--- src/hdl/douq_pkg.sv ---
// shared types and constants for the date ordered unique queue
`timescale 1ns / 1ps
`default_nettype none
package douq_pkg;
   localparam int QUEUE_DEPTH = 32;
   localparam int IDX_W = $clog2(QUEUE_DEPTH);
   localparam int CNT_W = $clog2(QUEUE_DEPTH + 1);
   localparam int KEY_W = 9;
   localparam int IDENT_W = 35;
   localparam int DESC_W = 32;
   localparam int ENTRY_W = KEY_W + IDENT_W + DESC_W;
   localparam int REQ_W = 96;
   localparam int RSP_W = 88;
   localparam logic [2:0] NO_COURSE = 3'd6;
   localparam logic [2:0] MAX_COURSE = 3'd5;

   typedef enum logic [1:0] {
      ACT_ENQ = 2'd0,
      ACT_DEQ = 2'd1,
      ACT_DUE = 2'd2,
      ACT_LIST = 2'd3
   } action_type;

   typedef enum logic [1:0] {
      ST_OK = 2'd0,
      ST_REJECT = 2'd1,
      ST_NONE = 2'd2
   } status_type;

   typedef enum logic [0:0] {
      CSR_MONTH = 1'd0,
      CSR_DAY = 1'd1
   } csr_type;

   typedef enum logic [2:0] {
      S_IDLE,
      S_SCAN,
      S_SHIFT,
      S_WAIT,
      S_EMIT
   } state_type;

   typedef struct packed {
      logic [KEY_W-1:0] key;
      logic [IDENT_W-1:0] ident;
      logic [DESC_W-1:0] desc;
   } entry_type;

   // days-left unit command
   typedef struct packed {
      logic [KEY_W-1:0] key;
      logic [3:0] cur_month;
      logic [4:0] cur_day;
   } calc_req_type;
endpackage
`default_nettype wire

--- src/hdl/douq_days.sv ---
// shared days-left unit: thirty-day month arithmetic on a stored key
`timescale 1ns / 1ps
`default_nettype none
module douq_days
   import douq_pkg::*;
(
   input wire logic clock,
   input wire calc_req_type req,
   output logic signed [9:0] days_ff
);
   logic signed [9:0] days_in;
   logic [8:0] due, now;
   always_comb begin
      due = 9'(req.key[8:5]) * 9'd30 + 9'(req.key[4:0]);
      now = 9'(req.cur_month) * 9'd30 + 9'(req.cur_day);
      days_in = 10'($signed({1'b0, due}) - $signed({1'b0, now}));
   end
   always_ff @(posedge clock) begin
      days_ff <= days_in;
   end
endmodule
`default_nettype wire

--- src/hdl/douq_store.sv ---
// entry memory, one read and one write port
`timescale 1ns / 1ps
`default_nettype none
module douq_store
   import douq_pkg::*;
(
   input wire logic clock,
   input wire logic wr_en,
   input wire logic [IDX_W-1:0] wr_addr,
   input wire entry_type wr_data,
   input wire logic [IDX_W-1:0] rd_addr,
   output entry_type rd_data_ff
);
   entry_type mem [QUEUE_DEPTH];
   always_ff @(posedge clock) begin
      if (wr_en) begin
         mem[wr_addr] <= wr_data;
      end
      rd_data_ff <= mem[rd_addr];
   end
endmodule
`default_nettype wire

--- src/hdl/date_ordered_unique_queue.sv ---
// top level of the date ordered unique queue
//  channel | dir | handshake        | payload
//  req     | in  | tvalid/tready    | tdata: action..num_days (90 bits, zero fill to 96)
//  rsp     | out | tvalid/tready    | tdata: status..days_left (88 bits), tlast: last
//  csr     | in  | wr_en            | 0 current_month, 1 current_day
// a transaction walks the stored entries in turn through the single memory read port
// the read port and shared days-left unit pace the walk; req_tready is low meanwhile
// reset (synchronous) empties the queue and sets today to month 1 day 1
// a stalled rsp holds the list walk in place
`timescale 1ns / 1ps
`default_nettype none
module date_ordered_unique_queue
   import douq_pkg::*;
(
   input wire logic clock,
   input wire logic reset,
   input wire logic req_tvalid,
   output logic req_tready,
   // action, course, assign_number, due_month, due_day, desc_handle, num_days
   input wire logic [REQ_W-1:0] req_tdata,
   output logic rsp_tvalid,
   input wire logic rsp_tready,
   // status, course_out, assign_number_out, due_month_out, due_day_out,
   // desc_handle_out, days_left
   output logic [RSP_W-1:0] rsp_tdata,
   output logic rsp_tlast,
   input wire logic csr_wr_en,
   input wire logic [0:0] csr_index,
   input wire logic [4:0] csr_wdata
);
   state_type state_ff, state_in;
   logic [3:0] month_ff;
   logic [4:0] day_ff;
   logic [CNT_W-1:0] count_ff, count_in;
   logic [CNT_W-1:0] idx_ff, idx_in;     // scan / shift pointer
   logic [CNT_W-1:0] pos_ff, pos_in;     // insert or hit position
   logic found_ff, found_in;            // insert position or hit found
   logic dup_ff, dup_in;
   logic [1:0] act_ff;
   logic [2:0] course_ff;
   logic [31:0] num_ff;
   logic [8:0] key_ff;
   logic [31:0] desc_ff;
   logic signed [10:0] nd_ff;
   logic rd_pend_ff, rd_pend_in;        // read data of rd_idx arrives this cycle
   logic [CNT_W-1:0] rd_idx_ff;
   logic rv_ff, rv_in, rl_ff, rl_in;
   logic [RSP_W-1:0] rd_ff, rd_in;
   logic wr_en;
   logic [IDX_W-1:0] wr_addr, rd_addr;
   entry_type wr_data, rd_q;
   logic signed [9:0] days;
   calc_req_type creq;

   douq_store u_store (.clock, .wr_en, .wr_addr, .wr_data, .rd_addr, .rd_data_ff(rd_q));
   douq_days u_days (.clock, .req(creq), .days_ff(days));
   assign creq = '{key: rd_q.key, cur_month: month_ff, cur_day: day_ff};

   assign req_tready = (state_ff == S_IDLE) && !rv_ff;
   assign rsp_tvalid = rv_ff;
   assign rsp_tdata = rd_ff;
   assign rsp_tlast = rl_ff;

   function automatic logic [RSP_W-1:0] pack(status_type s, entry_type e, logic hit,
                                              logic signed [9:0] dl);
      logic [RSP_W-1:0] r;
      r = '0;
      r[1:0] = s;
      r[4:2] = NO_COURSE;
      if (hit) begin
         r[4:2] = e.ident[34:32];
         r[36:5] = e.ident[31:0];
         r[40:37] = e.key[8:5];
         r[45:41] = e.key[4:0];
         r[77:46] = e.desc;
         r[87:78] = dl;
      end
      return r;
   endfunction

   logic [CNT_W-1:0] ridx;
   entry_type newe;
   always_comb begin
      newe = '{key: key_ff, ident: {course_ff, num_ff}, desc: desc_ff};
   end

   // entry whose read data is present this cycle
   assign ridx = rd_idx_ff;
   entry_type e_dly;
   logic hit_dly, dly_valid;

   // signed window compare for the list
   logic keep;
   assign keep = $signed({days[9], days}) <= nd_ff;

   always_comb begin
      state_in = state_ff;
      count_in = count_ff;
      idx_in = idx_ff;
      pos_in = pos_ff;
      found_in = found_ff;
      dup_in = dup_ff;
      rd_pend_in = 1'b0;
      rv_in = rv_ff;
      rl_in = rl_ff;
      rd_in = rd_ff;
      wr_en = 1'b0;
      wr_addr = idx_ff[IDX_W-1:0];
      wr_data = newe;
      rd_addr = idx_ff[IDX_W-1:0];
      if (rv_ff && rsp_tready) begin
         rv_in = 1'b0;
      end
      unique case (state_ff)
         S_IDLE: begin
            if (req_tvalid && req_tready) begin
               idx_in = '0;
               found_in = 1'b0;
               dup_in = 1'b0;
               pos_in = count_ff;
               state_in = S_SCAN;
            end
         end
         S_SCAN: begin
            // issue reads of idx, examine data of rd_idx
            if (rd_pend_ff) begin
               unique case (action_type'(act_ff))
                  ACT_ENQ: begin
                     if (rd_q.ident == {course_ff, num_ff}) dup_in = 1'b1;
                     if (!found_ff && key_ff < rd_q.key) begin
                        found_in = 1'b1;
                        pos_in = ridx;
                     end
                  end
                  ACT_DUE: begin
                     if (!found_ff && rd_q.ident[34:32] == course_ff) begin
                        found_in = 1'b1;
                        pos_in = ridx;
                     end
                  end
                  default: ;
               endcase
            end
            if (idx_ff < count_ff && !(act_ff == ACT_DEQ)) begin
               rd_pend_in = 1'b1;
               idx_in = idx_ff + 1'b1;
            end else if (!rd_pend_ff || act_ff == ACT_DEQ) begin
               idx_in = count_ff;
               state_in = S_SHIFT;
               if (act_ff == ACT_DEQ) idx_in = '0;
               if (act_ff == ACT_LIST) begin
                  idx_in = '0;
                  state_in = S_EMIT;
               end
               if (act_ff == ACT_DUE) begin
                  idx_in = pos_ff;
                  state_in = S_WAIT;
               end
            end
         end
         S_SHIFT: begin
            // enqueue: reject or move entries up from the tail; dequeue: read head then move down
            if (act_ff == ACT_ENQ) begin
               if (dup_ff || count_ff >= CNT_W'(QUEUE_DEPTH) || key_ff[4:0] == 0
                   || key_ff[8:5] == 0 || key_ff[8:5] > 4'd12 || course_ff > MAX_COURSE
                   || desc_ff == '0) begin
                  if (!rv_ff) begin
                     rv_in = 1'b1; rl_in = 1'b1;
                     rd_in = pack(ST_REJECT, newe, 1'b0, '0);
                     state_in = S_IDLE;
                  end
               end else if (rd_pend_ff) begin
                  wr_en = 1'b1;
                  wr_addr = ridx[IDX_W-1:0] + 1'b1;
                  wr_data = rd_q;
               end
               if (!(dup_ff || count_ff >= CNT_W'(QUEUE_DEPTH) || key_ff[4:0] == 0
                   || key_ff[8:5] == 0 || key_ff[8:5] > 4'd12 || course_ff > MAX_COURSE
                   || desc_ff == '0)) begin
                  if (idx_ff > pos_ff) begin
                     rd_addr = IDX_W'(idx_ff - 1'b1);
                     rd_pend_in = 1'b1;
                     idx_in = idx_ff - 1'b1;
                  end else if (!rd_pend_ff && !rv_ff) begin
                     wr_en = 1'b1;
                     wr_addr = pos_ff[IDX_W-1:0];
                     wr_data = newe;
                     count_in = count_ff + 1'b1;
                     rv_in = 1'b1; rl_in = 1'b1;
                     rd_in = pack(ST_OK, newe, 1'b0, '0);
                     state_in = S_IDLE;
                  end
               end
            end else begin
               if (count_ff == '0) begin
                  if (!rv_ff) begin
                     rv_in = 1'b1; rl_in = 1'b1;
                     rd_in = pack(ST_NONE, newe, 1'b0, '0);
                     state_in = S_IDLE;
                  end
               end else begin
                  if (rd_pend_ff) begin
                     if (ridx == '0) begin
                        rv_in = 1'b1; rl_in = 1'b1;
                        rd_in = pack(ST_OK, rd_q, 1'b1, '0);
                     end else begin
                        wr_en = 1'b1;
                        wr_addr = IDX_W'(ridx - 1'b1);
                        wr_data = rd_q;
                     end
                  end
                  if (idx_ff < count_ff && !(rv_ff && idx_ff == '0)) begin
                     rd_pend_in = 1'b1;
                     idx_in = idx_ff + 1'b1;
                  end else if (!rd_pend_ff && idx_ff == count_ff) begin
                     count_in = count_ff - 1'b1;
                     state_in = S_IDLE;
                  end
               end
            end
         end
         S_WAIT: begin
            // days till due: no hit replies none, else read hit, then days unit, then reply
            if (!found_ff) begin
               if (!rv_ff) begin
                  rv_in = 1'b1; rl_in = 1'b1;
                  rd_in = pack(ST_NONE, newe, 1'b0, '0);
                  state_in = S_IDLE;
               end
            end else if (dly_valid && !rv_ff) begin
               rv_in = 1'b1; rl_in = 1'b1;
               rd_in = pack(ST_OK, e_dly, 1'b1, days);
               state_in = S_IDLE;
            end else if (!rd_pend_ff && !hit_dly && !dly_valid) begin
               rd_addr = pos_ff[IDX_W-1:0];
               rd_pend_in = 1'b1;
            end
         end
         S_EMIT: begin
            // list: read, compute days, compare, emit each kept entry when rsp is free
            if (dly_valid && !rv_ff) begin
               if (hit_dly && keep) begin
                  rv_in = 1'b1; rl_in = 1'b0;
                  rd_in = pack(ST_OK, e_dly, 1'b1, days);
               end
            end
            if (nd_ff < 0 || (idx_ff >= count_ff && !rd_pend_ff && !dly_valid)) begin
               if (!rv_in && !rv_ff) begin
                  rv_in = 1'b1; rl_in = 1'b1;
                  rd_in = pack(ST_NONE, newe, 1'b0, '0);
                  state_in = S_IDLE;
               end
            end else if (idx_ff < count_ff && !rd_pend_ff && !dly_valid && !rv_ff) begin
               rd_pend_in = 1'b1;
               idx_in = idx_ff + 1'b1;
            end
         end
         default: state_in = S_IDLE;
      endcase
   end

   // one stage after read data: days unit output lines up with the entry
   always_ff @(posedge clock) begin
      e_dly <= rd_q;
      if (reset) begin
         dly_valid <= 1'b0;
         hit_dly <= 1'b0;
      end else begin
         if ((state_ff == S_EMIT || state_ff == S_WAIT) && rd_pend_ff) begin
            dly_valid <= 1'b1;
            hit_dly <= 1'b1;
         end else if (dly_valid && !rv_ff) begin
            dly_valid <= 1'b0;
            hit_dly <= state_ff == S_WAIT;
         end else if (state_ff == S_IDLE) begin
            hit_dly <= 1'b0;
         end
      end
   end

   always_ff @(posedge clock) begin
      if (reset) begin
         state_ff <= S_IDLE;
         count_ff <= '0;
         rv_ff <= 1'b0;
         rd_pend_ff <= 1'b0;
         month_ff <= 4'd1;
         day_ff <= 5'd1;
      end else begin
         state_ff <= state_in;
         count_ff <= count_in;
         rv_ff <= rv_in;
         rd_pend_ff <= rd_pend_in;
         if (csr_wr_en) begin
            unique case (csr_type'(csr_index))
               CSR_MONTH: month_ff <= csr_wdata[3:0];
               CSR_DAY: day_ff <= csr_wdata;
               default: ;
            endcase
         end
      end
   end

   always_ff @(posedge clock) begin
      idx_ff <= idx_in;
      pos_ff <= pos_in;
      found_ff <= found_in;
      dup_ff <= dup_in;
      rd_ff <= rd_in;
      rl_ff <= rl_in;
      rd_idx_ff <= rd_pend_in ? ((state_ff == S_WAIT) ? pos_ff
                   : (state_ff == S_SHIFT && act_ff == ACT_ENQ) ? idx_ff - 1'b1 : idx_ff)
                   : rd_idx_ff;
      if (req_tvalid && req_tready) begin
         act_ff <= req_tdata[1:0];
         course_ff <= req_tdata[4:2];
         num_ff <= req_tdata[36:5];
         key_ff <= {req_tdata[40:37], (req_tdata[46:41] > 6'd31) ? 5'd0 : req_tdata[45:41]};
         desc_ff <= req_tdata[78:47];
         nd_ff <= req_tdata[89:79];
      end
   end

   a_count_bound: assert property (@(posedge clock) disable iff (reset)
      count_ff <= CNT_W'(QUEUE_DEPTH)) else $error("count overflow");
   a_ready_idle: assert property (@(posedge clock) disable iff (reset)
      req_tready |-> state_ff == S_IDLE) else $error("ready while busy");
   a_last_idle: assert property (@(posedge clock) disable iff (reset)
      (rsp_tvalid && rsp_tready && rsp_tlast) |=> !rsp_tvalid) else $error("result after last");
endmodule
`default_nettype wire
--- config.mk ---
export PLATFORM = sky130hd
export DESIGN_NAME = date_ordered_unique_queue
export DESIGN_NICKNAME = d
export VERILOG_FILES = /design/src/hdl/douq_pkg.sv /design/src/hdl/douq_days.sv /design/src/hdl/douq_store.sv /design/src/hdl/date_ordered_unique_queue.sv
export SDC_FILE = /design/constraint.sdc
export NUM_CORES = 2
export LEC_CHECK = 0
export BUFFER_PORTS_ARGS = -buffer_cell sky130_fd_sc_hd__buf_2
export CAP_MARGIN = 15
export CORE_MARGIN = 4
export CORE_UTILIZATION = 50
export CTS_CLUSTER_DIAMETER = 50
export DETAILED_ROUTE_END_ITERATION = 8
export GPL_ROUTABILITY_DRIVEN = 0
export PLACE_DENSITY = 0.7
export SLEW_MARGIN = 10
export SYNTH_ARGS = -nofsm -noshare
export SYNTH_HDL_FRONTEND = slang
export SYNTH_HIERARCHICAL = 1
export SYNTH_SLANG_ARGS = --single-unit
--- constraint.sdc ---
create_clock -name clock -period 9.92 [get_ports clock]
set_input_delay 0.992 -clock clock [delete_from_list [all_inputs] [get_ports clock]]
set_output_delay 0.992 -clock clock [all_outputs]
set_load 0.05 [all_outputs]
[Word level (Yosys, flattened, before mapping)]
Memory sizes are Yosys's and may differ from the RTL's. A register that Yosys moved wholly into a read port is not among the register bits.
Index checks and enable logic that the tools add are counted.
Storage, ports and cells
  latch bits: 0
  word-level logic and storage cells: 313
  input port bits: 107
  memories: 1
  ROM bits: 0
  register bits: 306
  output and inout port bits: 91
  memory bits (writable): 2432
Memories
  u_store.mem: words 32, width 76, rd ports 1, clocked after Yosys merged registers in 1, write ports 1, line douq_store.sv:14  | entry_type mem [QUEUE_DEPTH];
Operators by class
  order comparisons: 10
  multiplexer cells: 165
  multipliers: 2
  shift operators: 0
  reductions and logical operators: 61
  bitwise operators: 1
  equality and inequality tests: 38
  div/mod/pow operators: 0
  add/subtract/negate cells: 9
Operator list (count)
  $mux 88: 16
  $mux 76: 10
  $pmux 88 s3: 1
  $mux 6: 26
  $mux 5: 16
  $mux 1: 67
  $mux 3: 18
  $eq 35x35->1: 1
  $logic_not 32->1: 1
  $ne 2x2->1 const B: 12
  $pmux 6 s2: 2
  $pmux 6 s4: 1
  $logic_and 1x1->1: 22
  $ne 3x3->1 const B: 7
  $add 9x5->9: 2
  $logic_not 6->1: 3
  $mul 4x4->8 const B: 2
  $ne 4x3->1 const B: 4
  $pmux 3 s5: 1
  $add 6x1->6 const B: 2
  $sub 6x1->6 const B: 2
  $le 10x11->1: 1
  $lt 11x1->1 const B: 1
  $pmux 5 s2: 1
  40 further kinds: 67

[Logic depth before layout (Yosys ltp)]
  depth after elaboration: 15
  mapped depth: 19
  mapped depth without buffers: 14

[Modules after synthesis]
Netlist, hierarchy kept.
Modules (own cells, without submodules)
  douq_store: area each 93970.1 um^2, cells each 4451, times used 1, sequential area each 74551.5 um^2
  date_ordered_unique_queue: area each 15977.8 um^2, cells each 1661, times used 1, sequential area each 7907.6 um^2
  douq_days: area each 1747.9 um^2, cells each 192, times used 1, sequential area each 200.2 um^2

[Worst setup path after synthesis]
No wires, ideal clock.
  path type: flip-flop to flip-flop
  start point: register state_ff[1]
  end point: register rd_ff[0], in the netlist rsp_tdata[0] (enable)
  data arrival time: 7765 ps
  path slack: 1477 ps
  clock period less this slack: 8443 ps
  path buffers: 2
  setup time: 678 ps
  required time: 9242 ps
  cell stages (with the launch flop): 6
  cells stage by stage: dfxtp_1 nor2b_1 and3_1 clkbuf_1 clkbuf_1 a221oi_1
On the way
  word-level cells in the longest chain between the ends: 3
  elaborated cells between the ends (all ways): 8
  those cells by class: eq/ne (6); reduce/logical (2)
Ends and longest elaborated chain
  start, declared: line date_ordered_unique_queue.sv:31  | state_type state_ff, state_in;
  start signal, assigned: line date_ordered_unique_queue.sv:290  | state_ff <= state_in;
  $eq 3x2->1 or $eq 3x3->1 (tied branches): line date_ordered_unique_queue.sv:114  | unique case (state_ff)
  $ne 4x3->1 (no line) (tied with other cells)
  $reduce_and 4->1 (no line) *
  end signal, assigned: line date_ordered_unique_queue.sv:309  | rd_ff <= rd_in;
  end, declared: line date_ordered_unique_queue.sv:48  | logic [RSP_W-1:0] rd_ff, rd_in;
Mark *: on every way between the ends. The rest lies on a longest branch, timed or not.
A chain may end at the register's enable or synchronous reset.

[Worst setup path after layout]
  start point: register desc_ff[0]
  end point: register u_store/rd_data_ff[26] (netlist name)
On the way
  word-level cells in the longest chain between the ends: 5
Ends and longest elaborated chain
  start, declared: line date_ordered_unique_queue.sv:43  | logic [31:0] desc_ff;
  start signal, assigned: line date_ordered_unique_queue.sv:319  | desc_ff <= req_tdata[78:47];
  $logic_not 32->1: line date_ordered_unique_queue.sv:179  | || desc_ff == '0)) begin
  $logic_or 1x1->1: line date_ordered_unique_queue.sv:179
  $mux 5: line date_ordered_unique_queue.sv:177  | if (!(dup_ff || count_ff >= CNT_W'(QUEUE_DEPTH) || key_ff[4:0] == 0
  $mux 5: line date_ordered_unique_queue.sv:163  | if (act_ff == ACT_ENQ) begin
  $pmux 5 s2: line date_ordered_unique_queue.sv:114
  named net rd_addr[1]: line date_ordered_unique_queue.sv:50  | logic [IDX_W-1:0] wr_addr, rd_addr;
The timed path passes the listed nets, and every way through them passes these cells.

==> impl_metrics.tcl <==
set metrics [dict create \
    grt_pass1_vias 60800 \
    use_met2_pct 41.3 \
    synth_largest_area_cell "edfxtp_1" \
    die_area_mm2 0.231 \
    numPortBuffers 191 \
    max_stage_delay_ps 1050 \
    drtPass1Iterations 6 \
    antenna_found_initial 14 \
    yosysSeqAreaShare_pct 74.0 \
    cts_buffers 313 \
    yosysWarnings 6 \
    fin_skew_ps 72.3 \
    grt_use_met1_pct 36.3 \
    period_needed_ps 6920 \
    avgSynthCellArea_um2 17.7 \
    num_rows 173 \
    ys_ff_latch 2814 \
    hold_violations 0 \
    crit_fanout 46 \
    worstPathCellList "nor4_1 -> and4_1 -> a211oi_2 -> buf_4 -> and3_1 -> a21oi_1 -> a21oi_1 -> a221o_4 -> buf_4 -> nor2b_4 -> buf_4 -> nor2b_4 -> a22oi_1 -> nand4_1" \
    start_util_pct 50.2 \
    synthArstFlopShare_pct 0 \
    worstHoldPathType "in2reg" \
    start_kind "flop" \
    ctsHtreeMaxLevel 5 \
    synth_area_leaders "edfxtp_1 71%, mux4_2 6.1%, mux2i_1 5.6%, dfxtp_1 3.3%, a22oi_1 2.8%" \
    wire_per_inst_um 32.0 \
    finalCritPeriodShare_pct 69.8 \
    max_cap_violations 0 \
    postCtsSetupRepairBufs 0 \
    vdd_drop_max_uv 355 \
    final-setup-viol-count 0 \
    leakage_uw 0.0416 \
    ioPinCount 198 \
    layout_commonest_cell "edfxtp_1" \
    rsz0062_at_grt "false" \
    path_class "reg2reg" \
    grt_usage_pct 26.6 \
    vias_per_cell 6.46 \
    drive_above_1_share_pct 18.2 \
    cts_root_buffer "clkbuf_16" \
    slew_violations 0 \
    layout_common_cells "2630 x edfxtp_1, 623 x mux2i_1, 416 x a22oi_1" \
    tns_ps 0 \
    crit_path_top_delay_cell "nor2b_4" \
    cts.path.max_buffers 4 \
    drt-total-wl_um 313000 \
    nets 6769 \
    fmax_mhz 145 \
    fin_area_mm2 0.126 \
    ctsHoldBuffers 0 \
    cp_data_required_time_ps 10760 \
    dp.cells 9229 \
    synthToLayoutAreaGrowth_pct 13.1 \
    synthCells 6304 \
    syn_nets 6504 \
    grt-busiest-layer "met2" \
    tightestPinTransition_ps 1270 \
    die-width_um 481 \
    cts-resized-gates 0 \
    max_slew_margin_pct 15.4 \
    power_density_mw_per_mm2 333 \
    path_common_cell "buf_4" \
    synth-edff-count 2630 \
    core_area_mm2 0.222 \
    drt_iter0_drc 9865 \
    ys_types 82 \
    synth-main-ff-cell "edfxtp_1" \
    post-route-util_pct 56.8 \
    syn-cell-area_mm2 0.112 \
    final_cells 9780 \
    clock_latency_ps 930 \
    postRouteAntennaNets 0 \
    use_met3_pct 6.16 \
    worstSetupEndpointType "flop" \
    die_y_um 481 \
    drc 0 \
    synth.top_cell.area_share_pct 70.7 \
    post-dp-hpwl_um 170000 \
    outcome "completed" \
    grt_pass1_wl_um 442000 \
    critPathArrivalTime_ps 7760 \
    placed_area_mm2 0.116 \
    overflow 0 \
    vias 63187 \
    cts_tree "yes" \
    grt_max_degree 110 \
    clk_pin_slew_worst_paths_ps 60 \
    clock-sinks 2814 \
    power_uw 42000 \
]
==> logic make-up (layout without fill, tap and decap cells) <==
logic type	after synthesis	after routing	synth area share, %
adder cells (fa/ha/maj)	93	93	1.14
XOR/XNOR	74	74	0.619
buffers and inverters	464	960	1.89
AND/OR/NAND/NOR	775	775	3.46
AO/OA/AOI/OAI	1080	1080	6.40
flip-flops	2814	2814	74.0
multiplexers	1004	1004	12.5
other	0	5	0
==> worst max-delay path: cells and delay by family, from the launching register on <==
family	cells	cell delay (ps)
buffers and inverters	3	1250
DFF	1	580
AOI/OAI and AO/OA	5	1140
and+or+nand+nor	6	3830
==> stage by stage <==
stage,hold WS (ps),setup WS [ps]
3_3_place_gp,384,3260
2_1_floorplan,346,1480
3_5_place_dp,396,3320
5_1_grt,199,3010
6_report,229,3000
4_1_cts,180,3270
==> registers in the layout (all words and copies together) (netlist names), 9 cells and up <==
signal,flops
u_store/mem,2432
rsp_tdata,88
e_dly,76
u_store/rd_data_ff,76
desc_ff,32
num_ff,32
nd_ff,11
u_days/days_ff,10
key_ff,9
==> metal layers <==
| layer | wire [um] | share of wire (%) |
|---|---|---|
| met4 | 15500 | 4.9 |
| met3 | 36600 | 12 |
| met1 | 116000 | 37 |
| met2 | 145000 | 46 |
| met5 | 73 | 0.023 |
==> where the power goes <==
part | total (uW) | switching (uW) | internal, uW | leakage (uW)
registers | 15400 | 1010 | 14400 | 0.0253
logic | 15400 | 9440 | 5990 | 0.0114
clock network | 11200 | 4540 | 6650 | 0.00484
==> Yosys cell counts (7+ instances only) <==
| master | instances |
|---|---|
| nor2_1 | 110 |
| xnor2_1 | 57 |
| inv_1 | 88 |
| buf_4 | 33 |
| nor4_1 | 14 |
| o21ai_0 | 110 |
| mux2i_1 | 623 |
| buf_2 | 113 |
| buf_1 | 18 |
| and2_1 | 15 |
| a211oi_1 | 10 |
| mux4_2 | 304 |
| a22o_1 | 52 |
| buf_6 | 14 |
| a22oi_1 | 416 |
| edfxtp_1 | 2630 |
| nand2_1 | 212 |
| and3_1 | 77 |
| o22ai_1 | 15 |
| a221oi_1 | 9 |
| a21oi_1 | 267 |
| clkbuf_1 | 197 |
| nor3_1 | 16 |
| a21o_1 | 15 |
| a31oi_1 | 119 |
| ha_1 | 79 |
| dfxtp_1 | 184 |
| nand4_1 | 48 |
| xor2_1 | 13 |
| nor2b_1 | 40 |
| or3_1 | 7 |
| mux2_2 | 77 |
| nand2b_1 | 16 |
| fa_1 | 14 |
| nand3_1 | 185 |
==> final cells by class <==
class                      instances  area (um^2)
fill                           16393        96000
sequential                      2814        82700
multi-input combinational       3026        27400
clock buffer                     396         8480
tap                             2975         3720
timing repair buffer             325         2240
clock inverter                   150         1440
inverter                          89          334
antenna                            5         12.5
==> final timing paths <==
| path | start | end | slack (ps) | cells past startpoint |
|---|---|---|---|---|
| max | desc_ff[0] | u_store/rd_data_ff[26] | 3000 | 14 |
| min | req_tdata[11] | num_ff[6] | 230 | 1 |
| max reg2reg | desc_ff[0] | u_store/rd_data_ff[26] | 3000 | 14 |
| min reg2reg | u_store/rd_data_ff[61] | e_dly[61] | 400 | 0 |
Power figures use the tool's default switching activity.
